[src/hdl/modinv_pkg.sv]
// Shared types for the modular inverse block.
package modinv_pkg;

  typedef enum logic [4:0] {
    ST_IDLE  = 5'b00001,
    ST_ALIGN = 5'b00010,
    ST_SUB   = 5'b00100,
    ST_NEXT  = 5'b01000,
    ST_FIN   = 5'b10000
  } state_t;

endpackage

[src/hdl/modinv_if.sv]
// Request and response channel interfaces of the modular inverse block.
interface modinv_in_if #(
  parameter int WIDTH = 16
);
  logic             valid;
  logic             ready;
  logic [WIDTH-1:0] value;
  logic [WIDTH-1:0] modulus;

  modport source (output valid, output value, output modulus, input ready);
  modport sink   (input valid, input value, input modulus, output ready);
endinterface

interface modinv_out_if #(
  parameter int WIDTH = 16
);
  logic             valid;
  logic             ready;
  logic [WIDTH-1:0] inverse;
  logic             has_inverse;

  modport source (output valid, output inverse, output has_inverse, input ready);
  modport sink   (input valid, input inverse, input has_inverse, output ready);
endinterface

[src/hdl/modinv_macc.sv]
// Modular multiply-accumulate step: result = (2 * acc + bit * addend) mod modulus.
module modinv_macc #(
  parameter int WIDTH = 16
) (
  input  logic [WIDTH-1:0] acc,
  input  logic [WIDTH-1:0] addend,
  input  logic [WIDTH-1:0] modulus,
  input  logic             add_en,
  output logic [WIDTH-1:0] result
);
  logic [WIDTH+1:0] sum;
  logic [WIDTH+1:0] mod1;
  logic [WIDTH+1:0] mod2;
  logic [WIDTH+1:0] red;

  always_comb begin
    sum  = {1'b0, acc, 1'b0} + (add_en ? {2'b00, addend} : {(WIDTH+2){1'b0}});
    mod1 = {2'b00, modulus};
    mod2 = {1'b0, modulus, 1'b0};
    if (sum >= mod2) begin
      red = sum - mod2;
    end else if (sum >= mod1) begin
      red = sum - mod1;
    end else begin
      red = sum;
    end
    result = red[WIDTH-1:0];
  end

endmodule

[src/hdl/modular_inverse.sv]
// Modular inverse by the extended Euclidean algorithm on one shared shift-subtract unit.
//
// The block takes one request (value, modulus) at a time and returns the inverse of the value
// modulo the modulus together with a flag that is set when the modulus is at least two and the
// gcd is one; without an inverse both are zero. The work runs on a single shift-and-subtract
// divider whose quotient bits feed a modular multiply-accumulate, so the Bezout coefficient is
// updated as the quotient appears. A division runs as alignment shifts of the divisor, a step
// that ends the alignment, subtract steps that each yield one quotient bit, and one update; the
// first division reduces the value by the modulus, and the rest follow the remainder sequence.
// The idle and finish states take the request and hand over the result. The block accepts a
// new request only while idle, but a finished result may wait in the output register while the
// next request runs.
module modular_inverse #(
  parameter int WIDTH = 16
) (
  input logic                 clk,
  input logic                 rst_n,
  modinv_in_if.sink           in_req,
  modinv_out_if.source        out_rsp
);
  import modinv_pkg::*;

  localparam int CW = $clog2(WIDTH);

  state_t           state_r, state_nxt;
  logic [WIDTH-1:0] num_r, num_nxt;
  logic [WIDTH-1:0] den_r, den_nxt;
  logic [WIDTH-1:0] dsh_r, dsh_nxt;
  logic [CW-1:0]    cnt_r, cnt_nxt;
  logic [WIDTH-1:0] t0_r, t0_nxt;
  logic [WIDTH-1:0] t1_r, t1_nxt;
  logic [WIDTH-1:0] acc_r, acc_nxt;
  logic [WIDTH-1:0] mod_r, mod_nxt;
  logic             red_r, red_nxt;
  logic [WIDTH-1:0] res_inv_r, res_inv_nxt;
  logic             res_ok_r, res_ok_nxt;
  logic             out_valid_r, out_valid_nxt;
  logic [WIDTH-1:0] out_inv_r, out_inv_nxt;
  logic             out_ok_r, out_ok_nxt;

  logic             in_fire;
  logic             out_fire;
  logic             sub_ge;
  logic             align_go;
  logic [WIDTH-1:0] macc_res;
  logic [WIDTH-1:0] t_new;

  assign in_req.ready        = (state_r == ST_IDLE);
  assign in_fire             = in_req.valid && in_req.ready;
  assign out_fire            = out_valid_r && out_rsp.ready;
  assign out_rsp.valid       = out_valid_r;
  assign out_rsp.inverse     = out_inv_r;
  assign out_rsp.has_inverse = out_ok_r;

  assign sub_ge   = (num_r >= dsh_r);
  assign align_go = ({1'b0, num_r} >= {dsh_r, 1'b0});
  assign t_new    = t0_r - acc_r + ((t0_r >= acc_r) ? {WIDTH{1'b0}} : mod_r);

  modinv_macc #(
    .WIDTH (WIDTH)
  ) u_macc (
    .acc     (acc_r),
    .addend  (t1_r),
    .modulus (mod_r),
    .add_en  (sub_ge),
    .result  (macc_res)
  );

  always_comb begin
    state_nxt     = state_r;
    num_nxt       = num_r;
    den_nxt       = den_r;
    dsh_nxt       = dsh_r;
    cnt_nxt       = cnt_r;
    t0_nxt        = t0_r;
    t1_nxt        = t1_r;
    acc_nxt       = acc_r;
    mod_nxt       = mod_r;
    red_nxt       = red_r;
    res_inv_nxt   = res_inv_r;
    res_ok_nxt    = res_ok_r;
    out_valid_nxt = out_valid_r;
    out_inv_nxt   = out_inv_r;
    out_ok_nxt    = out_ok_r;

    if (out_fire) begin
      out_valid_nxt = 1'b0;
    end

    unique case (state_r)
      ST_IDLE: begin
        if (in_fire) begin
          mod_nxt = in_req.modulus;
          if (in_req.modulus < WIDTH'(2)) begin
            res_inv_nxt = '0;
            res_ok_nxt  = 1'b0;
            state_nxt   = ST_FIN;
          end else begin
            num_nxt   = in_req.value;
            den_nxt   = in_req.modulus;
            dsh_nxt   = in_req.modulus;
            cnt_nxt   = '0;
            acc_nxt   = '0;
            red_nxt   = 1'b1;
            state_nxt = ST_ALIGN;
          end
        end
      end
      ST_ALIGN: begin
        if (align_go) begin
          dsh_nxt = {dsh_r[WIDTH-2:0], 1'b0};
          cnt_nxt = cnt_r + CW'(1);
        end else begin
          state_nxt = ST_SUB;
        end
      end
      ST_SUB: begin
        if (sub_ge) begin
          num_nxt = num_r - dsh_r;
        end
        acc_nxt = macc_res;
        if (cnt_r == '0) begin
          state_nxt = ST_NEXT;
        end else begin
          dsh_nxt = {1'b0, dsh_r[WIDTH-1:1]};
          cnt_nxt = cnt_r - CW'(1);
        end
      end
      ST_NEXT: begin
        cnt_nxt = '0;
        acc_nxt = '0;
        if (red_r) begin
          red_nxt = 1'b0;
          t0_nxt  = '0;
          t1_nxt  = WIDTH'(1);
          if (num_r == '0) begin
            res_inv_nxt = '0;
            res_ok_nxt  = 1'b0;
            state_nxt   = ST_FIN;
          end else begin
            num_nxt   = mod_r;
            den_nxt   = num_r;
            dsh_nxt   = num_r;
            state_nxt = ST_ALIGN;
          end
        end else begin
          t0_nxt = t1_r;
          t1_nxt = t_new;
          if (num_r == '0) begin
            res_ok_nxt  = (den_r == WIDTH'(1));
            res_inv_nxt = (den_r == WIDTH'(1)) ? t1_r : '0;
            state_nxt   = ST_FIN;
          end else begin
            num_nxt   = den_r;
            den_nxt   = num_r;
            dsh_nxt   = num_r;
            state_nxt = ST_ALIGN;
          end
        end
      end
      ST_FIN: begin
        if (!out_valid_r || out_rsp.ready) begin
          out_valid_nxt = 1'b1;
          out_inv_nxt   = res_inv_r;
          out_ok_nxt    = res_ok_r;
          state_nxt     = ST_IDLE;
        end
      end
      default: begin
        state_nxt = ST_IDLE;
      end
    endcase
  end

  always_ff @(posedge clk) begin
    if (!rst_n) begin
      state_r     <= ST_IDLE;
      out_valid_r <= 1'b0;
    end else begin
      state_r     <= state_nxt;
      out_valid_r <= out_valid_nxt;
    end
  end

  always_ff @(posedge clk) begin
    num_r     <= num_nxt;
    den_r     <= den_nxt;
    dsh_r     <= dsh_nxt;
    cnt_r     <= cnt_nxt;
    t0_r      <= t0_nxt;
    t1_r      <= t1_nxt;
    acc_r     <= acc_nxt;
    mod_r     <= mod_nxt;
    red_r     <= red_nxt;
    res_inv_r <= res_inv_nxt;
    res_ok_r  <= res_ok_nxt;
    out_inv_r <= out_inv_nxt;
    out_ok_r  <= out_ok_nxt;
  end

  a_small_modulus: assert property (@(posedge clk) disable iff (!rst_n)
    in_fire && (in_req.modulus < WIDTH'(2)) |=> (state_r == ST_FIN) && !res_ok_r)
    else $error("small modulus did not go straight to the result");

  a_no_inverse_zero: assert property (@(posedge clk) disable iff (!rst_n)
    out_valid_r && !out_ok_r |-> (out_inv_r == '0))
    else $error("inverse nonzero without a valid inverse");

  a_inverse_range: assert property (@(posedge clk) disable iff (!rst_n)
    (state_r == ST_FIN) && res_ok_r |-> (res_inv_r < mod_r))
    else $error("inverse not below the modulus");

  a_divisor_nonzero: assert property (@(posedge clk) disable iff (!rst_n)
    (state_r == ST_SUB) || (state_r == ST_ALIGN) |-> (dsh_r != '0))
    else $error("division with a zero divisor");

  a_coeff_range: assert property (@(posedge clk) disable iff (!rst_n)
    (state_r == ST_SUB) && !red_r |-> (t1_r < mod_r) && (acc_r < mod_r))
    else $error("coefficient left the residue range");

endmodule

[src/flat_wrapper.sv]
// flat-port wrapper written by rule: the top's interface ports become plain ports
module modular_inverse_flat import modinv_pkg::*;
#(
  parameter int WIDTH = 16
)
  (clk, rst_n, in_req_valid, in_req_value, in_req_modulus, in_req_ready, out_rsp_valid, out_rsp_inverse, out_rsp_has_inverse, out_rsp_ready);
  modinv_in_if #(.WIDTH(WIDTH)) in_req_i ();
  modinv_out_if #(.WIDTH(WIDTH)) out_rsp_i ();
  input logic clk;
  input logic rst_n;
  input wire logic [$bits(in_req_i.valid)-1:0] in_req_valid;
  input wire logic [$bits(in_req_i.value)-1:0] in_req_value;
  input wire logic [$bits(in_req_i.modulus)-1:0] in_req_modulus;
  output wire logic [$bits(in_req_i.ready)-1:0] in_req_ready;
  output wire logic [$bits(out_rsp_i.valid)-1:0] out_rsp_valid;
  output wire logic [$bits(out_rsp_i.inverse)-1:0] out_rsp_inverse;
  output wire logic [$bits(out_rsp_i.has_inverse)-1:0] out_rsp_has_inverse;
  input wire logic [$bits(out_rsp_i.ready)-1:0] out_rsp_ready;
  assign in_req_i.valid = in_req_valid;
  assign in_req_i.value = in_req_value;
  assign in_req_i.modulus = in_req_modulus;
  assign in_req_ready = in_req_i.ready;
  assign out_rsp_valid = out_rsp_i.valid;
  assign out_rsp_inverse = out_rsp_i.inverse;
  assign out_rsp_has_inverse = out_rsp_i.has_inverse;
  assign out_rsp_i.ready = out_rsp_ready;
  modular_inverse #(.WIDTH(WIDTH)) u_core (.clk(clk), .rst_n(rst_n), .in_req(in_req_i), .out_rsp(out_rsp_i));
endmodule
[config.mk]
export PLATFORM = sky130hd
export DESIGN_NAME = modular_inverse_flat
export DESIGN_NICKNAME = d
export VERILOG_FILES = /design/src/hdl/modinv_pkg.sv /design/src/hdl/modinv_if.sv /design/src/hdl/modinv_macc.sv /design/src/hdl/modular_inverse.sv /design/src/flat_wrapper.sv
export SDC_FILE = /design/constraint.sdc
export NUM_CORES = 1
export LEC_CHECK = 0
export BUFFER_PORTS_ARGS = -buffer_cell sky130_fd_sc_hd__buf_2
export CORE_MARGIN = 1
export CORE_UTILIZATION = 30
export CTS_BUF_LIST = sky130_fd_sc_hd__clkbuf_4 sky130_fd_sc_hd__clkbuf_8 sky130_fd_sc_hd__clkbuf_16
export DETAILED_ROUTE_END_ITERATION = 16
export PLACE_DENSITY = 0.41
export SLEW_MARGIN = 10
export SYNTH_ARGS = -nofsm -noshare
export SYNTH_HDL_FRONTEND = slang
export SYNTH_HIERARCHICAL = 1
export SYNTH_SLANG_ARGS = --single-unit
[constraint.sdc]
create_clock -name clk -period 6.8 [get_ports clk]
set_input_delay 0.68 -clock clk [delete_from_list [all_inputs] [get_ports clk]]
set_output_delay 0.68 -clock clk [all_outputs]
set_load 0.05 [all_outputs]
* Word-level counts from Yosys, hierarchy flattened
Cells that the tools add are included.
** Operators by class
- $add $sub $neg :: 8
- Multipliers :: 0
- Divide/modulo/power cells :: 0
- $lt $le $gt $ge :: 6
- Eq/ne operators :: 17
- Shift operators :: 0
- Muxes and demuxes :: 52
- Bitwise logic cells :: 0
- Reductions and logical operators :: 19
** Operator list (number)
- $mux 16 :: 23
- $pmux 16 s3 :: 2
- $pmux 16 s2 :: 2
- $pmux 16 s4 :: 1
- $sub 16x16->16 :: 4
- $ge 16x16->1 :: 2
- $mux 5 :: 6
- $pmux 5 s5 :: 1
- $add 17x16->18 :: 1
- $ge 18x16->1 :: 1
- $ge 18x17->1 :: 1
- $ge 16x17->1 :: 1
- $add 16x16->16 :: 1
- $eq 16x1->1 const B :: 1
- $logic_not 16->1 :: 1
- $lt 16x2->1 const B :: 1
- $mux 4 :: 4
- $pmux 4 s4 :: 1
- $ne 2x2->1 const B :: 7
- $reduce_and 4->1 :: 3
- $mux 1 :: 10
- $reduce_and 5->1 :: 2
- $ne 2x1->1 const B :: 4
- $reduce_and 3->1 :: 2
- other kinds (17) :: 20
** Word-level totals
- Bits in registers :: 157
- Bits in latches :: 0
- Bits in writable memories :: 0
- Memory bits (read-only) :: 0
- Bits of input ports :: 36
- Output and inout port bits :: 19
- Word-level logic and storage cells :: 117
- Memories kept :: 0

* Longest topological paths before layout
Gate-level depths: netlist of run 1.
- Depth in word-level cells :: 7
- Mapped depth :: 31
- Mapped depth without buffers :: 30

* Hierarchy
The synthesis of run 1 kept the hierarchy.
** Modules (own cells, without submodules)
- modular_inverse :: instances 1, cells each 866, area an instance 9262.6 um2, seq. area each 4654.5 um2
- modinv_macc :: instances 1, cells each 345, area an instance 2571.2 um2, seq. area each 0.0 um2

* Worst setup path before layout of run 1
No wires, ideal clock.
- Kind :: reg-to-reg
- From :: reg u_core.num_r[0]
- To :: reg u_core.acc_r[2], data pin
- Library setup time :: 255 ps
- Arrival time :: 5831 ps
- Required time :: 6545 ps
- Slack :: 714 ps
- Stages on the path, launching flop included :: 30
- Path buffers :: 2
- Period minus slack after synthesis :: 6086 ps
- Path through :: edfxtp_1 inv_1 ha_1 inv_1 fa_1 a21o_1 a221oi_1 o21ai_1 nor2_1 o211ai_1 clkbuf_1 and2_1 ha_1 o21a_1 o2111ai_1 o21bai_1 nand2_1 nor2_1 xnor2_1 ha_1 a21o_1 a21o_1 a21oi_1 nor2_1 a211o_1 or4_1 buf_6 mux2i_1 mux2_2 and2_1
** Between the ends
- Cells in the longest elaborated chain, start to end :: 7
- Elaborated cells on any way between the ends :: 10
- Classes of those cells :: add/sub: 3; order compare: 3; mux: 4
** RTL lines
- start: declaration :: line modular_inverse.sv:26 : logic [WIDTH-1:0] num_r, num_nxt;
- start signal: assignment :: line modular_inverse.sv:186 : num_r <= num_nxt;
- $ge 16x16->1 (*) :: line modular_inverse.sv:55 : assign sub_ge = (num_r >= dsh_r);
- via u_core.sub_ge :: line modular_inverse.sv:43 : logic sub_ge;
- $mux 16 (*) :: line modinv_macc.sv:17 : sum = {1'b0, acc, 1'b0} + (add_en ? {2'b00, addend} : {(WIDTH+2){1'b0}});
- $add 17x16->18 (*) :: line modinv_macc.sv:17
- $sub 16x16->16 or $ge 18x16->1 (tied branches) :: line modinv_macc.sv:23, modinv_macc.sv:22
- $mux 16 :: line modinv_macc.sv:22 : end else if (sum >= mod1) begin
- $mux 16 (*) :: line modinv_macc.sv:20 : if (sum >= mod2) begin
- via u_core.macc_res[2] :: line modular_inverse.sv:45 : logic [WIDTH-1:0] macc_res;
- $pmux 16 s3 (*) :: line modular_inverse.sv:90 : unique case (state_r)
- end signal: assignment :: line modular_inverse.sv:192 : acc_r <= acc_nxt;
- end: declaration :: line modular_inverse.sv:32 : logic [WIDTH-1:0] acc_r, acc_nxt;
The timed path passes the listed nets; every way through them passes the cells marked *.
A chain may end at the register's enable or synchronous reset.

* Worst setup path in the final report of run 1
Ends and elaborated chain as after synthesis.

==> run summary, run 1 <==
Synthesis Warnings = 6
Fill cells = 4,066
DR WL/cell = 19.0 um
Num CTS Buffers = 17
arrival time at the worst endpoint = 6.57 ns
vias in the first global route = 9,028
Crit. End Element = register
count of final setup violators = 0
reg-to-reg startpoint = u_core/num_r[0]$_DFFE_PP_
vias = 9,052
Syn Nets = 1,379
clock root buffer = clkbuf_16
WS Path Type = register to register
pin count of the biggest net entering global routing = 55
die width = 201 um
maximum clock path buffer count = 2
Detail Route met3 WL = 833 um
main flop type after synthesis = edfxtp_1
DRC viols = 0
Tcrit/Tclk final = 93.8%
clock tree sinks = 157
wl on met1 = 15,500 um
synthesized area per cell = 9.77 um2
DP HPWL = 27,300 um
final core utilization = 34.7%
TritonCTS clock tree = built
R2R setup slack = 0.42 ns
largest stage delay on the critical path = 0.51 ns
worst r2r dst = u_core/acc_r[2]$_SDFFCE_PN0P_
clk_lat worst skew = 0.45 ns
fmax = 157 MHz
row count = 72
met2 routed WL = 17,500 um
H-tree lvl count = 4
clk slew on worst S/H paths = 0.08 ns
Via density = 5.00
initial antenna violation count = 0
Critical Path Start = u_core/num_r[0]$_DFFE_PP_
Least-Margin Pin Slew = 1.10 ns
final number of hold-violating endpoints = 0
crit path to = u_core/acc_r[2]$_SDFFCE_PN0P_
Post-synth EDFFs = 151
core region area = 38,700 um2
grt total ovfl = 0
Cell variety after synth = 79
Pins Over Slew Limit = 0
Syn Inst Count = 1,211
Max transition margin = 27.0%
final wirelength = 34,400 um
die area = 40,200 um2
layout cell share with drive strength beyond 1 = 11.0%
Mapped Area = 11,800 um2
outcome = complete, no violations
diodes inserted = 0
highest routed layer = met4
first-pass GRT wire length = 53,000 um
Top-Level Pins = 55
initial DRC count = 418
Startpoint Class = register
first-pass iteration count of the detailed router = 6
Placer Congestion = 0.835
Layout area overhead = 13.7%
register area share after synthesis = 39.3%
maximum fanout along the worst path = 15
GRT Overall Usage = 17.4%
#FFs+latches synth = 157
Crit path required time = 7.00 ns
type of the most critical hold path = register to register
initial core utilization = 30.5%
hold_ws = 0.422 ns
R2R cell count = 30
clk_skew = 0.0135 ns
slowest stage cell, crit path = or4_1
Tmin final = 6.38 ns
Hold-fix buffers, CTS = 0
FFs w/ async S/R, synth = 0%
Final ANT Viol Nets = 0
I/O Buffers = 54
maxcap violations = 0
Die H = 201 um
Final Net Count = 1,447
## Yosys cell counts, drive strengths merged (5+ instances only)
| library cell | number | area [um2] |
|---|---|---|
| buf | 13 | 73.8 |
| fa | 20 | 400 |
| nor4 | 15 | 100 |
| a21oi | 67 | 335 |
| and2 | 48 | 300 |
| o21a | 26 | 195 |
| xnor2 | 36 | 315 |
| and3 | 7 | 43.8 |
| a21o | 23 | 173 |
| o21bai | 9 | 67.6 |
| or4 | 6 | 45.0 |
| nor2 | 74 | 280 |
| nand3 | 19 | 100 |
| clkbuf | 16 | 60.1 |
| nand2 | 135 | 507 |
| o31a | 5 | 43.8 |
| ha | 112 | 1400 |
| inv | 122 | 458 |
| a211oi | 8 | 60.1 |
| o2111ai | 16 | 140 |
| xor2 | 14 | 123 |
| nor3b | 5 | 42.5 |
| nand3b | 5 | 37.5 |
| a31oi | 5 | 31.3 |
| dfxtp | 6 | 120 |
| o31ai | 9 | 67.6 |
| mux2 | 5 | 56.3 |
| mux2i | 45 | 450 |
| o221ai | 8 | 76.3 |
| nor2b | 32 | 200 |
| nand4 | 14 | 87.6 |
| edfxtp | 151 | 4530 |
| o22ai | 5 | 31.3 |
| nand2b | 8 | 50.1 |
| nor3 | 30 | 150 |
| o21ai | 42 | 214 |
## routing by layer
layer  GRT usage [%]  vias to the layer above
met2            30.8                      129
met1            21.8                     4361
met5               0                        -
met4            5.15                        0
met3            2.34                       29
li1                -                     4533
## how the worst min path moves through the flow
stage / cells past startpoint / end / from
floorplan: 0 / u_core/out_rsp.has_inverse$_DFFE_PP_ / u_core/res_ok_r$_SDFFCE_PP0P_
global placement: 0 / u_core/out_rsp.inverse[0]$_DFFE_PP_ / u_core/res_inv_r[0]$_SDFFCE_PP0P_
detailed placement: 0 / u_core/out_rsp.inverse[14]$_DFFE_PP_ / u_core/res_inv_r[14]$_SDFFCE_PP0P_
CTS: 0 / u_core/out_rsp.inverse[14]$_DFFE_PP_ / u_core/res_inv_r[14]$_SDFFCE_PP0P_
global route: 0 / u_core/out_rsp.inverse[14]$_DFFE_PP_ / u_core/res_inv_r[14]$_SDFFCE_PP0P_
finish: 0 / u_core/out_rsp.inverse[11]$_DFFE_PP_ / u_core/res_inv_r[11]$_SDFFCE_PP0P_
## stage by stage
| step | std cells | setup TNS, ns | setup slack, ns | cell area, um2 |
|---|---|---|---|---|
| after floorplan | 1211 | 0 | 0.714 | 11800 |
| after global placement | 1777 | 0 | 0.0858 | 12800 |
| after detailed placement | 1777 | -0.00656 | -0.00656 | 12800 |
| after CTS | 1809 | 0 | 0.134 | 13400 |
| after global routing | 1810 | -0.00541 | -0.00541 | 13500 |
| final | 1810 | 0 | 0.422 | 13500 |
## placed cells by master, fill, tap and decap left out, types with 20 or more instances in the layout
cell,Yosys,routed
buf_4,1,23
o21a_1,26,26
xnor2_1,36,35
and2_1,48,48
nor2_1,73,73
buf_2,5,54
o21ai_0,34,34
a21oi_1,67,65
inv_1,121,121
a21o_1,23,23
edfxtp_1,151,151
nand2_1,135,135
mux2i_1,45,45
fa_1,20,20
ha_1,112,112
nor2b_1,32,31
nor3_1,30,30
## repair_timing
item                                    4_1_cts  5_1_grt
resized for setup                             2        4
buffers inserted                              0        1
cloned                                        0        0
endpoints found under the setup margin        1       16
pin swaps                                     0        2
## area by class of cell
type	count	area [um2]	area share, %
multi-input combinational	902	6640	49.3
sequential	157	4650	34.6
tap	518	648	4.82
inverter	123	462	3.43
timing repair buffer	78	454	3.38
clock buffer	17	425	3.16
clock inverter	15	175	1.30
## worst max-delay path, delay by kind of cell, from the launching register on
kind	cells	cell delay, ns
compound gates	11	2.08
fa+ha+maj	5	1.33
simple gates	6	1.06
buf+inv	5	0.62
flops	1	0.40
mux	2	0.39
xor+xnor	1	0.22
## cells by family (layout without fill, tap and decap cells)
family | count (synthesis) | after routing | share of synthesized area [%]
mux | 50 | 50 | 4.28
fa+ha+maj | 132 | 132 | 15.2
compound gates | 258 | 258 | 15.0
buf+inv | 152 | 233 | 5.03
xor+xnor | 50 | 50 | 3.70
simple gates | 412 | 412 | 17.4
flops | 157 | 157 | 39.3
Power of run 1 is left out: the tool's default activity adds up to more than one toggle a clock period on the data nets, which glitch-free logic cannot reach.
==> run 2, diff against run 1 <==
- ABC_AREA: default -> 1
==> run summary, run 2 <==
outcome = complete, no violations
top cells by area, synth = edfxtp_1 (36%), nand2_1 (14%), ha_1 (11%), inv_1 (8.1%), nor2_1 (4.0%)
Post-synth EDFFs = 151 (unchanged)
WS Path Type = register to register
first-pass GRT wire length = 61,700 um (+17%)
commonest cells in the netlist = nand2_1 (481), inv_1 (275), edfxtp_1 (151), nor2_1 (137), ha_1 (112)
top-area cell type share of the netlist area = 35.6% (-2.7 points)
clk_lat worst skew = 0.46 ns (about the same)
Leakage = 6.96 nW
clock root buffer = clkbuf_16
Pint = 0.00366 W
TritonCTS clock tree = built
arrival time at the worst endpoint = 5.98 ns (-0.59 ns)
reg-to-reg startpoint = u_core/num_r[0]$_DFFE_PP_
commonest non-fill, non-tap cell in the layout = nand2_1
DP HPWL = 32,200 um (+18%)
Buffers & Inverters on Critical Path = 6 (+1)
most common cell in the netlist = nand2_1
Top-Level Pins = 55 (unchanged)
setup TNS = 0 ns (unchanged)
clock network fraction of design power = 13.3%
maximum fanout along the worst path = 17 (+2)
RSZ-0062 raised after global routing = false
diodes inserted = 0 (unchanged)
Logic pwr share = 67.4%
Reg power frac = 19.3%
initial DRC count = 690 (+65%)
DR WL/cell = 17.5 um (-8.1%)
first-pass iteration count of the detailed router = 7 (+1)
Final ANT Viol Nets = 0 (unchanged)
Tmin final = 5.78 ns (-0.601 ns)
peak supply drop = 0.197 mV
commonest non-fill, non-tap cells in the layout = nand2_1 (481), inv_1 (275), edfxtp_1 (151)
layout cell share with drive strength beyond 1 = 9.19% (-1.8 points)
Fill cells = 4,498 (+11%)
clock tree sinks = 157 (unchanged)
switching power share of the total = 52.8%
maxcap violations = 0 (unchanged)
core region area = 41,900 um2 (+8.3%)
synthesized area per cell = 7.66 um2 (-22%)
worst r2r dst = u_core/acc_r[3]$_SDFFCE_PN0P_
Tcrit/Tclk final = 84.9% (-8.8 points)
I/O Buffers = 54 (unchanged)
die area = 43,300 um2 (+7.5%)
crit path to = u_core/acc_r[3]$_SDFFCE_PN0P_
register area share after synthesis = 36.5% (-2.8 points)
Layout area overhead = 11.7%
Max transition margin = 36.6% (+9.6 points)
fmax = 173 MHz (+10%)
Num CTS Buffers = 17 (unchanged)
Placer Congestion = 0.951 (+14%)
R2R setup slack = 1.02 ns (+0.60 ns)
Synthesis Warnings = 6 (unchanged)
initial antenna violation count = 0 (unchanged)
GRT Overall Usage = 18.9% (+1.5 points)
DRC viols = 0 (unchanged)
final core utilization = 33.9% (-0.82 points)
clk_skew = 0.0113 ns (-0.00214 ns)
hold_ws = 0.418 ns (-0.00410 ns)
Syn Nets = 1,831 (+33%)
Startpoint Class = register
grt total ovfl = 0 (unchanged)
pin count of the biggest net entering global routing = 55 (unchanged)
post-synth top area cell = edfxtp_1
Cell variety after synth = 51 (-35%)
Mapped Area = 12,700 um2 (+7.6%)
Power, Total = 0.00775 W
Via density = 4.70 (-6.1%)
#FFs+latches synth = 157 (unchanged)
cell depth of the worst setup path = 37 (+23%)
Die H = 208 um (+3.7%)
vias in the first global route = 10,500 (+17%)
Crit. End Element = register
R2R cell count = 37 (+23%)
FFs w/ async S/R, synth = 0% (unchanged)
clk slew on worst S/H paths = 0.07 ns (about the same)
row count = 75 (+4.2%)
Least-Margin Pin Slew = 0.950 ns (-0.145 ns)
final wirelength = 39,700 um (+15%)
initial core utilization = 30.4% (-0.19 points)
vias = 10,700 (+18%)
Crit path max-delay family = simple AND/OR/NAND/NOR gates
Crit path required time = 7.00 ns (about the same)
slowest stage cell, crit path = edfxtp_1
main flop type after synthesis = edfxtp_1
die width = 208 um (+3.7%)
Final Net Count = 1,885 (+30%)
count of final setup violators = 0 (unchanged)
most used cell, CP = nand2_1
Critical Path Start = u_core/num_r[0]$_DFFE_PP_
final number of hold-violating endpoints = 0 (unchanged)
maximum clock path buffer count = 2 (unchanged)
Syn Inst Count = 1,663 (+37%)
type of the most critical hold path = register to register
largest stage delay on the critical path = 0.41 ns (-0.10 ns)
Pins Over Slew Limit = 0 (unchanged)
Psw = 0.00410 W
Hold-fix buffers, CTS = 0 (unchanged)
PwrDens = 545 nW/um2
H-tree lvl count = 4 (unchanged)
-- run 2: layout make-up --
| class | instances | area (um2) | area share [%] |
|---|---|---|---|
| well taps | 539 | 674 | 4.74 |
| repair buffers | 67 | 368 | 2.59 |
| flip-flops and latches | 157 | 4650 | 32.7 |
| clock buffers | 19 | 440 | 3.10 |
| multi-input cells | 1188 | 6850 | 48.2 |
| clock inverters | 13 | 164 | 1.15 |
| inverters | 286 | 1070 | 7.55 |
-- run 2: power groups by stage --
stage	Clock, W	Sequential (W)	Combinational, W
3_5_place_dp	0	0.00152	0.00522
6_report	0.00103	0.00149	0.00523
4_1_cts	0.00106	0.00150	0.00526
2_1_floorplan	0	0.00144	0.00393
5_1_grt	0.00109	0.00152	0.00594
3_3_place_gp	0	0.00152	0.00529
-- run 2: worst min-delay path by stage --
stage / from / cells after the start / slack, ns / endpoint
2_1_floorplan: u_core/res_ok_r$_SDFFCE_PP0P_ / 0 / 0.40 / u_core/out_rsp.has_inverse$_DFFE_PP_
3_3_place_gp: u_core/res_inv_r[9]$_SDFFCE_PP0P_ / 0 / 0.41 / u_core/out_rsp.inverse[9]$_DFFE_PP_
3_5_place_dp: u_core/res_ok_r$_SDFFCE_PP0P_ / 0 / 0.41 / u_core/out_rsp.has_inverse$_DFFE_PP_
4_1_cts: in_req_modulus[0] / 1 / 0.42 / u_core/mod_r[0]$_DFFE_PP_
5_1_grt: u_core/res_inv_r[11]$_SDFFCE_PP0P_ / 0 / 0.43 / u_core/out_rsp.inverse[11]$_DFFE_PP_
6_report: u_core/res_ok_r$_SDFFCE_PP0P_ / 0 / 0.42 / u_core/out_rsp.has_inverse$_DFFE_PP_
-- run 2: per-stage QoR --
| stage | cell area [um2] | worst slack [ns] | std cells |
|---|---|---|---|
| after detailed placement | 13600 | 0.778 | 2237 |
| after global routing | 14200 | 0.282 | 2269 |
| after floorplan | 12700 | 1.98 | 1663 |
| after global placement | 13600 | 0.770 | 2237 |
| final | 14200 | 1.02 | 2269 |
| after CTS | 14200 | 0.751 | 2269 |
-- run 2: worst register-to-register path: cells and delay by family, from the launching register on --
family                   cells  cell delay [ns]
AO/OA/AOI/OAI                2             0.57
XOR/XNOR                     1             0.40
adder cells (fa/ha/maj)      4             1.23
AND/OR/NAND/NOR             24             2.51
flip-flops                   1             0.41
buffers and inverters        6             0.39
-- run 2: logic make-up after synthesis --
logic type                 Yosys count  share of synthesized area [%]
and+or+nand+nor                    784                           26.0
buffers and inverters              318                           9.82
AOI/OAI and AO/OA                  236                           11.0
DFF                                157                           36.5
adders and majority gates          132                           14.1
xor gates and xnor gates            36                           2.48
-- run 2: layer usage --
metal  global-route usage (%)  part of all wire (%)  wire (um)
met1                     23.3                    45      17900
met2                     33.3                    50      19800
met3                     2.87                   2.5        979
met4                     6.69                   2.7       1090
met5                        0                     0          0
-- run 2: timing repair --
action	in CTS	in global routing
setup buffers	0	0
gates resized for setup	0	1
setup endpoints to repair	0	2
(Power assumes the default switching activity.)
